<file path="src/rtl/core/fsfp_pkg.sv">
// Shared types, field widths, codes and reset values of the fixed-step frame pacer.
package fsfp_pkg;

    localparam int NOW_W       = 63;
    localparam int RATE_W      = 10;
    localparam int OP_W        = 2;
    localparam int PERIOD_W    = 30;
    localparam int THR_W       = 32;
    localparam int TICK_W      = 5;
    localparam int PHASE_W     = 17;
    localparam int Q_BITS      = 16;
    localparam int CFG_ADDR_W  = 2;
    localparam int CFG_DATA_W  = 32;
    localparam int IN_DATA_W   = 80;
    localparam int OUT_DATA_W  = 24;

    localparam int MAX_TICKS_DEF  = 16;
    localparam int TIME_WIDTH_DEF = 64;

    localparam logic [PERIOD_W-1:0] PERIOD_RST = PERIOD_W'(16666666);
    localparam logic [THR_W-1:0]    GAP_RST    = THR_W'(250000000);
    localparam logic [RATE_W-1:0]   BASE_RST   = RATE_W'(60);
    localparam logic [RATE_W-1:0]   MAXR_RST   = RATE_W'(240);
    localparam logic [PHASE_W-1:0]  PHASE_ONE  = PHASE_W'(65536);

    typedef enum logic [OP_W-1:0] {
        OP_SAMPLE = 2'd0,
        OP_COMMIT = 2'd1,
        OP_PHASE  = 2'd2,
        OP_RESET  = 2'd3
    } op_t;

    typedef enum logic [CFG_ADDR_W-1:0] {
        CFG_PERIOD = 2'd0,
        CFG_GAP    = 2'd1,
        CFG_BASE   = 2'd2,
        CFG_MAXR   = 2'd3
    } cfg_idx_t;

    typedef enum logic [2:0] {
        ST_IDLE,
        ST_RENDER,
        ST_TICK,
        ST_COMMIT,
        ST_ELAPSE,
        ST_DIV,
        ST_DONE
    } state_t;

endpackage

</file>
<file path="src/rtl/core/fsfp_div.sv">
// Restoring divider that forms the Q16 phase fraction, one quotient bit per cycle.
module fsfp_div (
    input  logic                         clk,
    input  logic                         rst_n,
    input  logic                         start,
    input  logic [fsfp_pkg::PERIOD_W-1:0] dividend,
    input  logic [fsfp_pkg::PERIOD_W-1:0] divisor,
    output logic                         done,
    output logic [fsfp_pkg::Q_BITS-1:0]   quotient
);
    import fsfp_pkg::*;

    localparam int QCW = $clog2(Q_BITS);

    logic                busy_reg, busy_next;
    logic                done_reg, done_next;
    logic [QCW-1:0]      cnt_reg, cnt_next;
    logic [PERIOD_W-1:0] rem_reg, rem_next;
    logic [Q_BITS-1:0]   quo_reg, quo_next;
    logic [PERIOD_W:0]   rem_dbl;
    logic [PERIOD_W:0]   rem_sub;
    logic                fits;

    assign rem_dbl = {rem_reg, 1'b0};
    assign fits    = rem_dbl >= {1'b0, divisor};
    assign rem_sub = rem_dbl - {1'b0, divisor};

    always_comb
    begin
        busy_next = busy_reg;
        done_next = 1'b0;
        cnt_next  = cnt_reg;
        rem_next  = rem_reg;
        quo_next  = quo_reg;
        if (start)
        begin
            busy_next = 1'b1;
            cnt_next  = '0;
            rem_next  = dividend;
            quo_next  = '0;
        end
        else if (busy_reg)
        begin
            rem_next = fits ? rem_sub[PERIOD_W-1:0] : rem_dbl[PERIOD_W-1:0];
            quo_next = {quo_reg[Q_BITS-2:0], fits};
            cnt_next = cnt_reg + 1'b1;
            if (cnt_reg == QCW'(Q_BITS - 1))
            begin
                busy_next = 1'b0;
                done_next = 1'b1;
            end
        end
    end

    always_ff @(posedge clk or negedge rst_n)
    begin
        if (!rst_n)
        begin
            busy_reg <= 1'b0;
            done_reg <= 1'b0;
        end
        else
        begin
            busy_reg <= busy_next;
            done_reg <= done_next;
        end
    end

    always_ff @(posedge clk)
    begin
        cnt_reg <= cnt_next;
        rem_reg <= rem_next;
        quo_reg <= quo_next;
    end

    assign done     = done_reg;
    assign quotient = quo_reg;

endmodule

</file>
<file path="src/rtl/core/fixed_step_frame_pacer.sv">
// Fixed-step frame pacer: top level with the bit-serial time datapath and sequencer.
//
// The pacer handles one item at a time; s_axis_tready is high only while it is idle,
// and a finished result waits in the output register without blocking the next beat.
// All time arithmetic runs one bit per cycle through serial adders, in passes over a
// timestamp. A frame sample at or below the base rate, and a commit or a phase query
// while interpolation is off, go straight to the done state. A commit, an explicit
// reset, a re-seeding frame sample and a phase query that ends at zero or one each make
// a serial pass over a timestamp. A catch-up sample makes a render pass and then a
// catch-up pass per step, up to MaxTicks steps, and a phase query that needs the
// divider makes its elapsed-time pass and then waits for the divider. An item that
// finishes while the previous result still waits holds the input until that result
// is taken.
module fixed_step_frame_pacer #(
    parameter int MaxTicks  = fsfp_pkg::MAX_TICKS_DEF,
    parameter int TimeWidth = fsfp_pkg::TIME_WIDTH_DEF
) (
    input  logic                             clk,
    input  logic                             rst_n,
    input  logic                             cfg_we,
    input  logic [fsfp_pkg::CFG_ADDR_W-1:0]  cfg_addr,
    input  logic [fsfp_pkg::CFG_DATA_W-1:0]  cfg_wdata,
    input  logic                             s_axis_tvalid,
    output logic                             s_axis_tready,
    // now_ns [62:0], target_rate [72:63], zero pad [79:73]
    input  logic [fsfp_pkg::IN_DATA_W-1:0]   s_axis_tdata,
    // operation [1:0]
    input  logic [fsfp_pkg::OP_W-1:0]        s_axis_tuser,
    output logic                             m_axis_tvalid,
    input  logic                             m_axis_tready,
    // tick_count [4:0], interp_reset [5], phase_q16 [22:6], interp_enabled [23]
    output logic [fsfp_pkg::OUT_DATA_W-1:0]  m_axis_tdata
);
    import fsfp_pkg::*;

    localparam int W    = TimeWidth;
    localparam int CW   = $clog2(TimeWidth);
    localparam int TCW  = ($clog2(MaxTicks + 1) > TICK_W) ? $clog2(MaxTicks + 1) : TICK_W;
    localparam int PIW  = $clog2(PERIOD_W);
    localparam int TIW  = $clog2(THR_W);

    // Configuration registers.
    logic [PERIOD_W-1:0] period_reg;
    logic [THR_W-1:0]    thr_reg;
    logic [RATE_W-1:0]   base_reg;
    logic [RATE_W-1:0]   maxr_reg;

    // Control and persistent state.
    state_t            state_reg, state_next;
    logic              init_reg, init_next;
    logic              active_reg, active_next;
    logic [RATE_W-1:0] last_rate_reg, last_rate_next;
    logic              out_valid_reg, out_valid_next;
    logic [W-1:0]      prev_reg, prev_next;
    logic [W-1:0]      snap_reg, snap_next;
    logic [TCW-1:0]    ticks_reg, ticks_next;

    // Per-item working registers.
    op_t                op_reg, op_next;
    logic [RATE_W-1:0]  rate_reg, rate_next;
    logic               ien_reg, ien_next;
    logic [W-1:0]       now_reg, now_next;
    logic [W-1:0]       aux_reg, aux_next;
    logic [W-1:0]       proj_reg, proj_next;
    logic [CW-1:0]      cnt_reg, cnt_next;
    logic               c0_reg, c0_next;
    logic               c1_reg, c1_next;
    logic               cmp_reg, cmp_next;
    logic               nz_reg, nz_next;
    logic               flag_reg, flag_next;
    logic [PHASE_W-1:0] phase_reg, phase_next;
    logic [OUT_DATA_W-1:0] out_data_reg, out_data_next;

    // Serial operand selection and full adders.
    logic x0, y0, x1, y1;
    logic s0, k0, s1, k1;
    logic per_bit, thr_bit, last_bit;
    logic [CW:0] cnt_ext;

    // Input beat decode.
    logic [63:0]       now_ext;
    logic [W-1:0]      now_in;
    logic [RATE_W-1:0] rate_in;
    logic [RATE_W-1:0] rate_hi;
    logic [RATE_W-1:0] rate_clamp;
    logic              accept;

    logic                div_start;
    logic                div_done;
    logic [Q_BITS-1:0]   div_quo;

    assign now_ext    = 64'(s_axis_tdata[NOW_W-1:0]);
    assign now_in     = now_ext[W-1:0];
    assign rate_in    = s_axis_tdata[NOW_W +: RATE_W];
    assign rate_hi    = (maxr_reg > base_reg) ? maxr_reg : base_reg;
    assign rate_clamp = (rate_in < base_reg) ? base_reg :
                        (rate_in > rate_hi) ? rate_hi : rate_in;

    assign s_axis_tready = (state_reg == ST_IDLE);
    assign accept        = s_axis_tvalid && s_axis_tready;

    assign cnt_ext  = {1'b0, cnt_reg};
    assign per_bit  = (cnt_ext < (CW + 1)'(PERIOD_W)) ? period_reg[cnt_reg[PIW-1:0]] : 1'b0;
    assign thr_bit  = (cnt_ext < (CW + 1)'(THR_W)) ? thr_reg[cnt_reg[TIW-1:0]] : 1'b0;
    assign last_bit = (cnt_reg == CW'(W - 1));

    always_comb
    begin
        x0 = 1'b0;
        y0 = 1'b0;
        x1 = 1'b0;
        y1 = 1'b0;
        unique case (state_reg)
            ST_RENDER:
            begin
                x0 = now_reg[0];
                y0 = ~per_bit;
                x1 = now_reg[0];
                y1 = ~prev_reg[0];
            end
            ST_TICK:
            begin
                x0 = proj_reg[0];
                y0 = ~aux_reg[0];
                x1 = proj_reg[0];
                y1 = per_bit;
            end
            ST_COMMIT:
            begin
                x1 = snap_reg[0];
                y1 = per_bit;
            end
            ST_ELAPSE:
            begin
                x0 = now_reg[0];
                y0 = ~snap_reg[0];
            end
            default:
            begin
                x0 = 1'b0;
            end
        endcase
    end

    assign s0 = x0 ^ y0 ^ c0_reg;
    assign k0 = (x0 & y0) | (x0 & c0_reg) | (y0 & c0_reg);
    assign s1 = x1 ^ y1 ^ c1_reg;
    assign k1 = (x1 & y1) | (x1 & c1_reg) | (y1 & c1_reg);

    fsfp_div u_div (
        .clk      (clk),
        .rst_n    (rst_n),
        .start    (div_start),
        .dividend (aux_next[PERIOD_W-1:0]),
        .divisor  (period_reg),
        .done     (div_done),
        .quotient (div_quo)
    );

    always_comb
    begin
        state_next     = state_reg;
        init_next      = init_reg;
        active_next    = active_reg;
        last_rate_next = last_rate_reg;
        out_valid_next = out_valid_reg && !m_axis_tready;
        prev_next      = prev_reg;
        snap_next      = snap_reg;
        ticks_next     = ticks_reg;
        op_next        = op_reg;
        rate_next      = rate_reg;
        ien_next       = ien_reg;
        now_next       = now_reg;
        aux_next       = aux_reg;
        proj_next      = proj_reg;
        cnt_next       = cnt_reg + 1'b1;
        c0_next        = k0;
        c1_next        = k1;
        cmp_next       = cmp_reg;
        nz_next        = nz_reg;
        flag_next      = flag_reg;
        phase_next     = phase_reg;
        out_data_next  = out_data_reg;
        div_start      = 1'b0;

        unique case (state_reg)
            ST_IDLE:
            begin
                cnt_next = '0;
                c0_next  = 1'b1;
                c1_next  = 1'b0;
                cmp_next = 1'b0;
                nz_next  = 1'b0;
                if (accept)
                begin
                    op_next    = op_t'(s_axis_tuser);
                    rate_next  = rate_clamp;
                    ien_next   = rate_clamp > base_reg;
                    now_next   = now_in;
                    ticks_next = '0;
                    flag_next  = 1'b0;
                    phase_next = '0;
                    unique case (op_t'(s_axis_tuser))
                        OP_SAMPLE:
                        begin
                            if (rate_clamp <= base_reg)
                            begin
                                prev_next      = now_in;
                                snap_next      = now_in;
                                init_next      = 1'b1;
                                last_rate_next = rate_clamp;
                                active_next    = 1'b0;
                                ticks_next     = TCW'(1);
                                state_next     = ST_DONE;
                            end
                            else
                            begin
                                if (!init_reg)
                                begin
                                    prev_next = now_in;
                                    snap_next = now_in;
                                    init_next = 1'b1;
                                end
                                c1_next    = 1'b1;
                                state_next = ST_RENDER;
                            end
                        end
                        OP_COMMIT:
                        begin
                            state_next = active_reg ? ST_COMMIT : ST_DONE;
                        end
                        OP_PHASE:
                        begin
                            if (active_reg)
                            begin
                                cmp_next   = 1'b1;
                                state_next = ST_ELAPSE;
                            end
                            else
                            begin
                                phase_next = PHASE_ONE;
                                state_next = ST_DONE;
                            end
                        end
                        OP_RESET:
                        begin
                            c1_next    = 1'b1;
                            state_next = ST_RENDER;
                        end
                    endcase
                end
            end

            ST_RENDER:
            begin
                // Render time into aux, gap against the previous sample compared on the fly.
                aux_next  = {s0, aux_reg[W-1:1]};
                now_next  = {now_reg[0], now_reg[W-1:1]};
                prev_next = {prev_reg[0], prev_reg[W-1:1]};
                cmp_next  = (s1 & ~thr_bit) | (~(s1 ^ thr_bit) & cmp_reg);
                if (last_bit)
                begin
                    cnt_next  = '0;
                    prev_next = now_next;
                    init_next = 1'b1;
                    if (op_reg == OP_RESET)
                    begin
                        snap_next  = aux_next;
                        flag_next  = 1'b1;
                        state_next = ST_DONE;
                    end
                    else if (rate_reg != last_rate_reg)
                    begin
                        snap_next      = aux_next;
                        last_rate_next = rate_reg;
                        active_next    = 1'b1;
                        flag_next      = 1'b1;
                        state_next     = ST_DONE;
                    end
                    else
                    begin
                        active_next = 1'b1;
                        if (!s1 && cmp_next)
                        begin
                            snap_next  = aux_next;
                            flag_next  = 1'b1;
                            state_next = ST_DONE;
                        end
                        else
                        begin
                            proj_next  = snap_reg;
                            c0_next    = 1'b1;
                            c1_next    = 1'b0;
                            state_next = ST_TICK;
                        end
                    end
                end
            end

            ST_TICK:
            begin
                // One catch-up step: sign of projection minus render, projection plus period.
                proj_next = {s1, proj_reg[W-1:1]};
                aux_next  = {aux_reg[0], aux_reg[W-1:1]};
                if (last_bit)
                begin
                    cnt_next = '0;
                    c0_next  = 1'b1;
                    c1_next  = 1'b0;
                    if (s0)
                    begin
                        ticks_next = ticks_reg + 1'b1;
                        if (ticks_next == TCW'(MaxTicks))
                        begin
                            state_next = ST_DONE;
                        end
                    end
                    else
                    begin
                        state_next = ST_DONE;
                    end
                end
            end

            ST_COMMIT:
            begin
                snap_next = {s1, snap_reg[W-1:1]};
                if (last_bit)
                begin
                    state_next = ST_DONE;
                end
            end

            ST_ELAPSE:
            begin
                // Elapsed time since the snapshot, checked for zero and against one period.
                aux_next  = {s0, aux_reg[W-1:1]};
                now_next  = {now_reg[0], now_reg[W-1:1]};
                snap_next = {snap_reg[0], snap_reg[W-1:1]};
                cmp_next  = (s0 & ~per_bit) | (~(s0 ^ per_bit) & cmp_reg);
                nz_next   = nz_reg | s0;
                if (last_bit)
                begin
                    cnt_next = '0;
                    if (s0 || !nz_next)
                    begin
                        phase_next = '0;
                        state_next = ST_DONE;
                    end
                    else if (cmp_next)
                    begin
                        phase_next = PHASE_ONE;
                        state_next = ST_DONE;
                    end
                    else
                    begin
                        div_start  = 1'b1;
                        state_next = ST_DIV;
                    end
                end
            end

            ST_DIV:
            begin
                if (div_done)
                begin
                    phase_next = PHASE_W'(div_quo);
                    state_next = ST_DONE;
                end
            end

            ST_DONE:
            begin
                if (!out_valid_reg || m_axis_tready)
                begin
                    out_data_next  = {ien_reg, phase_reg, flag_reg, ticks_reg[TICK_W-1:0]};
                    out_valid_next = 1'b1;
                    state_next     = ST_IDLE;
                end
            end

            default:
            begin
                state_next = ST_IDLE;
            end
        endcase
    end

    always_ff @(posedge clk or negedge rst_n)
    begin
        if (!rst_n)
        begin
            period_reg <= PERIOD_RST;
            thr_reg    <= GAP_RST;
            base_reg   <= BASE_RST;
            maxr_reg   <= MAXR_RST;
        end
        else if (cfg_we)
        begin
            unique case (cfg_idx_t'(cfg_addr))
                CFG_PERIOD: period_reg <= cfg_wdata[PERIOD_W-1:0];
                CFG_GAP:    thr_reg    <= cfg_wdata[THR_W-1:0];
                CFG_BASE:   base_reg   <= cfg_wdata[RATE_W-1:0];
                CFG_MAXR:   maxr_reg   <= cfg_wdata[RATE_W-1:0];
            endcase
        end
    end

    always_ff @(posedge clk or negedge rst_n)
    begin
        if (!rst_n)
        begin
            state_reg     <= ST_IDLE;
            init_reg      <= 1'b0;
            active_reg    <= 1'b0;
            last_rate_reg <= BASE_RST;
            out_valid_reg <= 1'b0;
            prev_reg      <= '0;
            snap_reg      <= '0;
            ticks_reg     <= '0;
        end
        else
        begin
            state_reg     <= state_next;
            init_reg      <= init_next;
            active_reg    <= active_next;
            last_rate_reg <= last_rate_next;
            out_valid_reg <= out_valid_next;
            prev_reg      <= prev_next;
            snap_reg      <= snap_next;
            ticks_reg     <= ticks_next;
        end
    end

    always_ff @(posedge clk)
    begin
        op_reg       <= op_next;
        rate_reg     <= rate_next;
        ien_reg      <= ien_next;
        now_reg      <= now_next;
        aux_reg      <= aux_next;
        proj_reg     <= proj_next;
        cnt_reg      <= cnt_next;
        c0_reg       <= c0_next;
        c1_reg       <= c1_next;
        cmp_reg      <= cmp_next;
        nz_reg       <= nz_next;
        flag_reg     <= flag_next;
        phase_reg    <= phase_next;
        out_data_reg <= out_data_next;
    end

    assign m_axis_tvalid = out_valid_reg;
    assign m_axis_tdata  = out_data_reg;

    a_ticks_bounded: assert property (@(posedge clk) disable iff (!rst_n)
        ticks_reg <= TCW'(MaxTicks))
        else $error("tick counter ran past its limit");

    a_div_done_in_div: assert property (@(posedge clk) disable iff (!rst_n)
        div_done |-> state_reg == ST_DIV)
        else $error("divider finished outside the divide state");

    a_done_loads_output: assert property (@(posedge clk) disable iff (!rst_n)
        (state_reg == ST_DONE && (!out_valid_reg || m_axis_tready))
        |=> (out_valid_reg && state_reg == ST_IDLE))
        else $error("finished item did not reach the output register");

    a_phase_bounded: assert property (@(posedge clk) disable iff (!rst_n)
        out_valid_reg |-> out_data_reg[TICK_W + 1 +: PHASE_W] <= PHASE_ONE)
        else $error("phase above one");

    a_reseed_no_ticks: assert property (@(posedge clk) disable iff (!rst_n)
        out_valid_reg && out_data_reg[TICK_W] |-> out_data_reg[TICK_W-1:0] == '0)
        else $error("reseed beat carries a tick count");

endmodule

</file>
<file path="config.mk">
export PLATFORM = sky130hd
export DESIGN_NAME = fixed_step_frame_pacer
export DESIGN_NICKNAME = d
export VERILOG_FILES = /design/src/rtl/core/fsfp_pkg.sv /design/src/rtl/core/fsfp_div.sv /design/src/rtl/core/fixed_step_frame_pacer.sv
export SDC_FILE = /design/constraint.sdc
export NUM_CORES = 1
export LEC_CHECK = 0
export BUFFER_PORTS_ARGS = -buffer_cell sky130_fd_sc_hd__buf_2
export CORE_MARGIN = 1.5
export CORE_UTILIZATION = 40
export DETAILED_ROUTE_END_ITERATION = 10
export PLACE_DENSITY = 0.55
export SETUP_SLACK_MARGIN = 0.5
export SYNTH_ARGS = -nofsm -noshare
export SYNTH_HDL_FRONTEND = slang
export SYNTH_HIERARCHICAL = 1
export SYNTH_SLANG_ARGS = --single-unit
</file>
<file path="constraint.sdc">
create_clock -name clk -period 7.65 [get_ports clk]
set_input_delay 1.1475 -clock clk [delete_from_list [all_inputs] [get_ports clk]]
set_output_delay 1.1475 -clock clk [all_outputs]
set_load 0.01 [all_outputs]
</file>
==> flow_metrics.tcl, run 1 <==
set metrics [dict create \
    status "finished, final reports clean" \
    final_util_pct 45.0 \
    yosysWarnings 6 \
    max-clock-path-buffers 3 \
    max_freq_ghz 0.149 \
    ir_drop_v 0.000420 \
    ys_seq_area_share_pct 49.5 \
    antenna_found_initial 0 \
    p_comb_share_pct 40.5 \
    final_area_mm2 0.0327 \
    clk_latency_ns 0.63 \
    cts_buffers 60 \
    fin_setup_tns_ns 0 \
    fin_crit_sh_pct 88.0 \
    synth-main-ff-cell "edfxtp_1" \
    path_cells "inv_1 > ha_1 > a21o_1 > a21o_1 > a2111o_1 > and2_1 > nor2_1 > a21oi_1 > ha_1 > a21o_1 > a21o_1 > a2111oi_2 > nor3b_4 > a21oi_4 > o221a_2 > ha_1 > a21o_1 > a21o_1 > a221oi_4 > a21oi_4 > a31oi_4 > a21boi_4 > clkbuf_16 > mux2_4" \
    htreeDepth 2 \
    crit_buf_inv 2 \
    dp_slack_ns 0.445 \
    tightestPinTransition_ns 1.06 \
    leakagePower_nw 13.1 \
    drt-initial-drc-count 1526 \
    gr-total-overflow 0 \
    crit_family "compound AO/OA/AOI/OAI gates" \
    worstSetupStartpointType "flop" \
    gp_congestion 0.859 \
    avgViaCountPerCell 5.47 \
    vias 20700 \
    drive_gt1_share_pct 23.9 \
    setup_ws_ns 0.919 \
    routed_wl_um 74000 \
    power_density_mw_per_mm2 419 \
    ys_async_sr_fraction_pct 43.1 \
    layout_common_cells "455 x nand2_1, 249 x edfxtp_1, 193 x dfrtp_1, 185 x mux2_2, 160 x o21ai_0" \
    syn-num-nets 2925 \
    power.switching_mw 4.93 \
    maxSlewHeadroom_pct 29.2 \
    placed_area_mm2 0.0306 \
    setup_viol 0 \
    grt_pass1_wl_um 118000 \
    arrival_ns 7.23 \
    avgSynthCellArea_um2 10.8 \
    port_buffers 139 \
    wl_per_cell_um 19.5 \
    grt_usage_pct 19.5 \
    die_w_um 274 \
    hpwl_um 47900 \
    max_stage_delay_ns 0.55 \
    fill_cells 6745 \
    slew_violations 0 \
    maxCapViolCount 0 \
    cp.required_ns 8.15 \
    clock_power_share_pct 21.0 \
    crit_top_cell "a21o_1" \
    sw_frac_of_total_pct 36.1 \
    p_int_mw 8.75 \
    hold_viol 0 \
    synthCells 2723 \
    ios 147 \
    syn_area_mm2 0.0293 \
    critPathMaxFanout 32 \
    seqCellArea_mm2 0.0145 \
    power_mw 13.7 \
    clk_pin_slew_ns 0.06 \
    grt_max_degree 99 \
    cts.sink_count 540 \
    die_area_mm2 0.0749 \
    start_util_pct 40.3 \
    synth_edf_count 249 \
    synth-seq-cells 540 \
    nets 2981 \
    first_global_vias 20900 \
    core-area_mm2 0.0727 \
    synthDistinctLibCells 82 \
    p_seq_share_pct 38.5 \
    multi_input_area_mm2 0.0137 \
    endpoint_kind "flop" \
    die_y_um 274 \
    period_needed_ns 6.73 \
    drtPass1Iterations 5 \
    finalClockSkew_ns 0.0310 \
    crit_type "reg2reg" \
    diodes 0 \
    tritoncts "done" \
    route.detailed.drc 0 \
    rsz0062_at_grt "false" \
    drtAntennaViolNets 0 \
    cpMaxStageDelayCell "dfstp_2" \
    syn_to_final_growth_pct 11.5 \
    num_rows 99 \
    min_path_type "reg2reg" \
    ctsRootBufferMaster "clkbuf_16" \
    layout_commonest_cell "nand2_1" \
]
worst paths after layout:
path / from / to / slack (ns) / cells past startpoint
min: phase_reg[10] / m_axis_tdata[16] / 0.42 / 0
max in group asynchronous: rst_n / snap_reg[25] / 5.53 / 2
min reg2reg: phase_reg[10] / m_axis_tdata[16] / 0.42 / 0
min in group asynchronous: rst_n / period_reg[26] / 0.58 / 1
max: base_reg[3] / prev_reg[23] / 0.92 / 24
max reg2reg: base_reg[3] / prev_reg[23] / 0.92 / 24
repair_timing:
action | in CTS | in global routing
buffers inserted | 0 | 2
gates resized for setup | 1 | 10
hold endpoints to repair | 0 | 0
setup endpoints to repair | 125 | 128
gates cloned | 0 | 2
pin swaps | 0 | 1
hold buffers | 0 | 0
routing by layer:
layer / track usage (%) / wire (µm)
met5: 0 / 0
met3: 2.47 / 2960
met2: 31.8 / 34500
met1: 27.3 / 34800
met4: 5.35 / 1640
synth_stat cells (19+ instances only):
library cell	n	area (µm²)
nand2_1	457	1720
edfxtp_1	249	7480
dfrtp_1	196	4900
mux2_2	185	2080
o21ai_0	160	801
nor2_1	152	571
a21oi_1	142	711
clkbuf_1	128	480
mux2_4	127	1910
or3_1	79	494
ha_1	78	976
o22ai_1	68	425
a31oi_1	66	413
inv_1	64	240
dfxtp_1	58	1160
and2_1	51	319
dfstp_2	37	972
mux2i_1	25	250
xnor2_1	24	210
nand2b_1	23	144
nand3_1	23	115
a21o_1	20	150
buf_2	20	100
nor3_1	19	95.1
cell type report:
cell class,count,area share (%)
Timing Repair Buffer,174,3.17
Clock buffer,89,5.27
Multi-Input combinational cell,1935,42.0
Clock inverter,24,0.723
Tap cell,959,3.67
Sequential cell,540,44.4
Inverter,68,0.788
power by group through the flow:
stage                     clock, mW  sequential [mW]  combinational, mW
after floorplan                   0             5.00               4.50
after global placement            0             5.28               5.32
after detailed placement          0             5.30               5.46
after CTS                      2.96             5.27               5.47
after global routing           3.07             5.41               6.11
final                          2.87             5.27               5.54
cell families (layout without fill, tap and decap cells):
group	count (synthesis)	count (layout)	share of synthesized area (%)
XOR/XNOR	40	40	1.20
flip-flops	540	540	49.5
AO/OA/AOI/OAI	575	575	12.1
multiplexers	363	363	16.2
AND/OR/NAND/NOR	876	876	13.5
buffers and inverters	248	355	4.00
adder cells (fa/ha/maj)	81	81	3.53
per-stage QoR:
stage               std cells  hold slack, ns
global placement         3672           0.406
CTS                      3785           0.423
floorplan                2723           0.400
detailed placement       3672           0.405
finish                   3789           0.420
global route             3789           0.424
(Power assumes the default switching activity.)
==> run 2: changes to the inputs <==
--- a/config.mk
+++ b/config.mk
@@ -5,7 +5,7 @@
 export SDC_FILE = /design/constraint.sdc
 export NUM_CORES = 1
 export LEC_CHECK = 0
-export BUFFER_PORTS_ARGS = -buffer_cell sky130_fd_sc_hd__buf_2
+export BUFFER_PORTS_ARGS = -buffer_cell sky130_fd_sc_hd__clkbuf_2
 export CORE_MARGIN = 1.5
 export CORE_UTILIZATION = 40
 export DETAILED_ROUTE_END_ITERATION = 10
==> run 2 against run 1 <==
Sequential power about the same. Register-to-register slack got worse by 0.22 ns. Combinational power is essentially flat. First-iteration DRC count shrank 12%. Via count barely moved. Maximum frequency down 3.1%. Clock power down 3%. Core utilization is 0.096 points lower. Routed wire length decreased by 1.1%. Critical endpoint is now snap_reg[57]. Die area unchanged. Total power is 1.0% lower.
==> flow_metrics.tcl, run 2 (synthesis results as in run 1) <==
set metrics [dict create \
    status "finished, final reports clean" \
    power.switching_mw 4.92 \
    ctsRootBufferMaster "clkbuf_16" \
    vias 20700 \
    setup_viol 0 \
    start_util_pct 40.3 \
    gr-total-overflow 0 \
    wl_per_cell_um 19.3 \
    endpoint_kind "flop" \
    hold_viol 0 \
    core-area_mm2 0.0727 \
    placed_area_mm2 0.0306 \
    crit_type "reg2reg" \
    p_seq_share_pct 38.8 \
    power_mw 13.5 \
    worstSetupStartpointType "flop" \
    grt_usage_pct 19.4 \
    final_area_mm2 0.0326 \
    arrival_ns 7.46 \
    slew_violations 0 \
    crit_cells 25 \
    gp_congestion 0.855 \
    max-clock-path-buffers 3 \
    tightestPinTransition_ns 1.48 \
    die_w_um 274 \
    avgViaCountPerCell 5.46 \
    ctsHoldBuffers 0 \
    drive_gt1_share_pct 24.2 \
    syn_to_final_growth_pct 11.3 \
    drtPass1Iterations 5 \
    rr_worst_depth 25 \
    ir_drop_v 0.000319 \
    fin_setup_tns_ns 0 \
    clock_power_share_pct 20.5 \
    clk_latency_ns 0.63 \
    max_stage_delay_ns 0.54 \
    port_buffers 139 \
    sw_frac_of_total_pct 36.3 \
    critPathMaxFanout 64 \
    num_rows 99 \
    drt-initial-drc-count 1337 \
    routed_wl_um 73100 \
    crit_family "compound AO/OA/AOI/OAI gates" \
    ios 147 \
    die_y_um 274 \
    tritoncts "done" \
    final_util_pct 44.9 \
    layout_common_cells "455 x nand2_1, 249 x edfxtp_1, 193 x dfrtp_1, 185 x mux2_2, 160 x o21ai_0" \
    crit_top_cell "a21o_1" \
    antenna_found_initial 0 \
    grt_pass1_wl_um 118000 \
    first_global_vias 20900 \
    period_needed_ns 6.95 \
    min_path_type "reg2reg" \
    clk_pin_slew_ns 0.06 \
    power_density_mw_per_mm2 415 \
    maxCapViolCount 0 \
    max_freq_ghz 0.144 \
    leakagePower_nw 13.1 \
    hold_depth 0 \
    grt_max_degree 99 \
    maxSlewHeadroom_pct 1.09 \
    cts_buffers 60 \
    layout_commonest_cell "nand2_1" \
    die_area_mm2 0.0749 \
    htreeDepth 2 \
    hpwl_um 47600 \
    cp.required_ns 8.16 \
    rsz0062_at_grt "false" \
    p_int_mw 8.62 \
    p_comb_share_pct 40.7 \
    fin_crit_sh_pct 90.8 \
    drtAntennaViolNets 0 \
    nets 2984 \
    finalClockSkew_ns 0.0316 \
    cts.sink_count 540 \
    crit_buf_inv 3 \
    route.detailed.drc 0 \
    cpMaxStageDelayCell "dfstp_2" \
]
-- run 2: changes by cell type in the layout (fill, tap and decap cells not counted), moves of 4 or more --
| cell | before | now |
|---|---|---|
| buf_4 | 31 | 35 |
| buf_2 | 138 | 0 |
| bufinv_16 | 4 | 0 |
| clkinv_2 | 9 | 19 |
| clkbuf_2 | 0 | 138 |
| clkbuf_1 | 20 | 10 |
-- run 2: worst paths after layout --
path                                   start              end  slack (ns)
max in group asynchronous              rst_n     state_reg[0]        5.49
min in group asynchronous              rst_n   period_reg[26]        0.57
worst max-delay path             base_reg[3]     snap_reg[57]        0.70
worst max register to register   base_reg[3]     snap_reg[57]        0.70
worst min register to register  phase_reg[0]  m_axis_tdata[6]        0.42
worst min-delay path            phase_reg[0]  m_axis_tdata[6]        0.42
-- run 2: power by group through the flow --
stage,Combinational (mW),Sequential (mW),Clock [mW]
floorplan,4.50,5.00,0
global placement,5.32,5.27,0
detailed placement,5.47,5.29,0
CTS,5.49,5.25,2.86
global route,6.07,5.39,2.98
finish,5.51,5.25,2.78
-- run 2: metal layers --
metal	vias up	GRT usage [%]	share of wire, %
met3	79	2.28	4.0
li1	9955	-	-
met5	-	0	0
met1	10200	27.3	48
met2	441	31.7	47
met4	0	4.84	1.8
-- run 2: layout make-up --
cell class,count,area (µm²)
antenna,2,5.00
clock buffer,79,1700
clock inverter,34,189
fill,6894,40100
inverter,68,258
multi-input combinational,1935,13700
sequential,540,14500
tap,959,1200
timing repair buffer,177,1040
-- run 2: what timing repair did --
action                                  4_1_cts  5_1_grt
resized for setup                             1        8
hold endpoints to repair                      0        0
pin swaps                                     0        1
endpoints found under the setup margin      127      129
buffers inserted                              0        5
gates cloned                                  0        1
-- run 2: stage by stage --
step	setup slack, ns	instances	hold slack [ns]
floorplan	0.733	2723	0.400
finish	0.703	3794	0.418
CTS	0.706	3786	0.418
global route	0.483	3792	0.412
global placement	0.551	3673	0.404
detailed placement	0.341	3673	0.405
==> run 3: changes to the inputs <==
--- a/config.mk
+++ b/config.mk
@@ -6,6 +6,7 @@
 export NUM_CORES = 1
 export LEC_CHECK = 0
 export BUFFER_PORTS_ARGS = -buffer_cell sky130_fd_sc_hd__clkbuf_2
+export CORE_ASPECT_RATIO = 1.2
 export CORE_MARGIN = 1.5
 export CORE_UTILIZATION = 40
 export DETAILED_ROUTE_END_ITERATION = 10
==> run 3 against run 2 <==
Flip-flop and latch count is the same. Critical path type unchanged. Clock skew decreased by 0.014 ns. Total power rose by 1.3%. Via count rose by 0.68%. Global-route usage rose by 0.20 points.
==> flow_metrics.tcl, run 3 (synthesis results as in run 1) <==
set metrics [dict create \
    num_rows 108 \
    period_needed_ns 6.71 \
    grt_usage_pct 19.6 \
    startpoint "base_reg[3]" \
    diodes 0 \
    drive_gt1_share_pct 24.0 \
    ctsRootBufferMaster "clkbuf_16" \
    finalClockSkew_ns 0.0176 \
    routed_wl_um 74000 \
    grt_pass1_wl_um 119000 \
    rsz0062_at_grt "false" \
    layout_common_cells "455 x nand2_1, 249 x edfxtp_1, 193 x dfrtp_1, 185 x mux2_2, 160 x o21ai_0" \
    syn_to_final_growth_pct 11.4 \
    hpwl_um 47800 \
    worstSetupStartpointType "flop" \
    reg2reg_from "base_reg[3]" \
    leakagePower_nw 13.1 \
    cts_buffers 58 \
    tightestPinTransition_ns 1.30 \
    critPathMaxFanout 64 \
    ir_drop_v 0.000301 \
    drt-initial-drc-count 1422 \
    clk_latency_ns 0.61 \
    endpoint_kind "flop" \
    crit_family "compound AO/OA/AOI/OAI gates" \
    hold_start "phase_reg[14]" \
    avgViaCountPerCell 5.55 \
    gr-total-overflow 0 \
    antenna_found_initial 0 \
    status "finished, final reports clean" \
    route.detailed.drc 0 \
    min_path_type "reg2reg" \
    setup_viol 0 \
    maxCapViolCount 0 \
    grt_max_degree 139 \
    final_area_mm2 0.0326 \
    dp.cells 3646 \
    vias 20900 \
    max_stage_delay_ns 0.54 \
    layout_commonest_cell "nand2_1" \
    tritoncts "done" \
    r2r_slack_ns 0.94 \
    gp_congestion 0.876 \
    max-clock-path-buffers 3 \
    ctsHoldBuffers 0 \
    fin_crit_sh_pct 87.7 \
    drtAntennaViolNets 0 \
    crit_type "reg2reg" \
    ios 147 \
    crit_buf_inv 2 \
    die_w_um 250 \
    maxSlewHeadroom_pct 13.6 \
    first_global_vias 21100 \
    htreeDepth 2 \
    clk_pin_slew_ns 0.06 \
    drtPass1Iterations 5 \
    cts.sink_count 540 \
    port_buffers 139 \
    layout.cells.non_filler 3756 \
    power_density_mw_per_mm2 420 \
    hold_viol 0 \
    die_y_um 300 \
    max_freq_ghz 0.149 \
    die_area_mm2 0.0749 \
    nets 2974 \
    placed_area_mm2 0.0306 \
    cp.required_ns 8.14 \
    cpMaxStageDelayCell "dfstp_2" \
    slew_violations 0 \
    crit_top_cell "a21o_1" \
    core-area_mm2 0.0724 \
    start_util_pct 40.5 \
    fin_setup_tns_ns 0 \
    path_cells "inv_1 > ha_1 > a21o_1 > a21o_1 > a2111o_1 > and2_1 > nor2_1 > a21oi_1 > ha_1 > a21o_1 > a21o_1 > a2111oi_2 > nor3b_4 > a21oi_4 > o221a_2 > ha_1 > a21o_1 > a21o_1 > a221oi_4 > a21oi_4 > a31oi_4 > a21boi_4 > buf_16 > mux2_4" \
    arrival_ns 7.19 \
    wl_per_cell_um 19.7 \
    whs_ns 0.419 \
]
## run 3: cell types whose count changed in the layout (fill, tap and decap cells not counted), sizes merged
cell	delta
bufinv	+9
diode	-2
buf	-7
clkinvlp	+2
clkbuf	-3
clkinv	-16
inv	+3
## run 3: what timing repair did
action                                  in CTS  in global routing
endpoints found under the setup margin      93                127
gates resized for setup                      1                  6
cloned                                       0                  0
pin swaps                                    0                  0
setup buffers                                0                  1
## run 3: worst paths after layout
path	end	cells after the start
hold reg to reg	m_axis_tdata[20]	0
hold / removal	m_axis_tdata[20]	0
max in group asynchronous	state_reg[0]	2
setup reg to reg	prev_reg[22]	24
min in group asynchronous	thr_reg[24]	1
setup / recovery	prev_reg[22]	24
## run 3: cell type report
class,instances,area [µm²]
Sequential cell,540,14500
Clock inverter,32,418
Clock buffer,77,1570
Timing Repair Buffer,169,983
Fill cell,6813,39800
Inverter,68,258
Multi-Input combinational cell,1935,13700
Tap cell,935,1170
## run 3: stage by stage
step	power, mW	setup WS [ns]	util [%]
2_1_floorplan	9.50	0.733	-
5_1_grt	14.6	0.487	45.1
3_5_place_dp	10.8	0.488	42.3
3_3_place_gp	10.6	0.537	42.3
6_report	13.7	0.945	45.1
4_1_cts	13.8	0.672	45.0
## run 3: power breakdown
part           switching (mW)  leakage (nW)  internal (mW)
Clock                    1.20         0.970           1.76
Combinational            2.99          6.60           2.53
Sequential              0.742          5.56           4.51
Total                    4.93          13.1           8.79
## run 3: metal layers
metal / vias to the layer above / track usage, % / part of all wire, %
met5: - / 0 / 0
met4: 0 / 5.57 / 2.2
met3: 100 / 2.38 / 3.6
met2: 428 / 33.4 / 49
met1: 10400 / 26.3 / 45
li1: 9942 / - / -
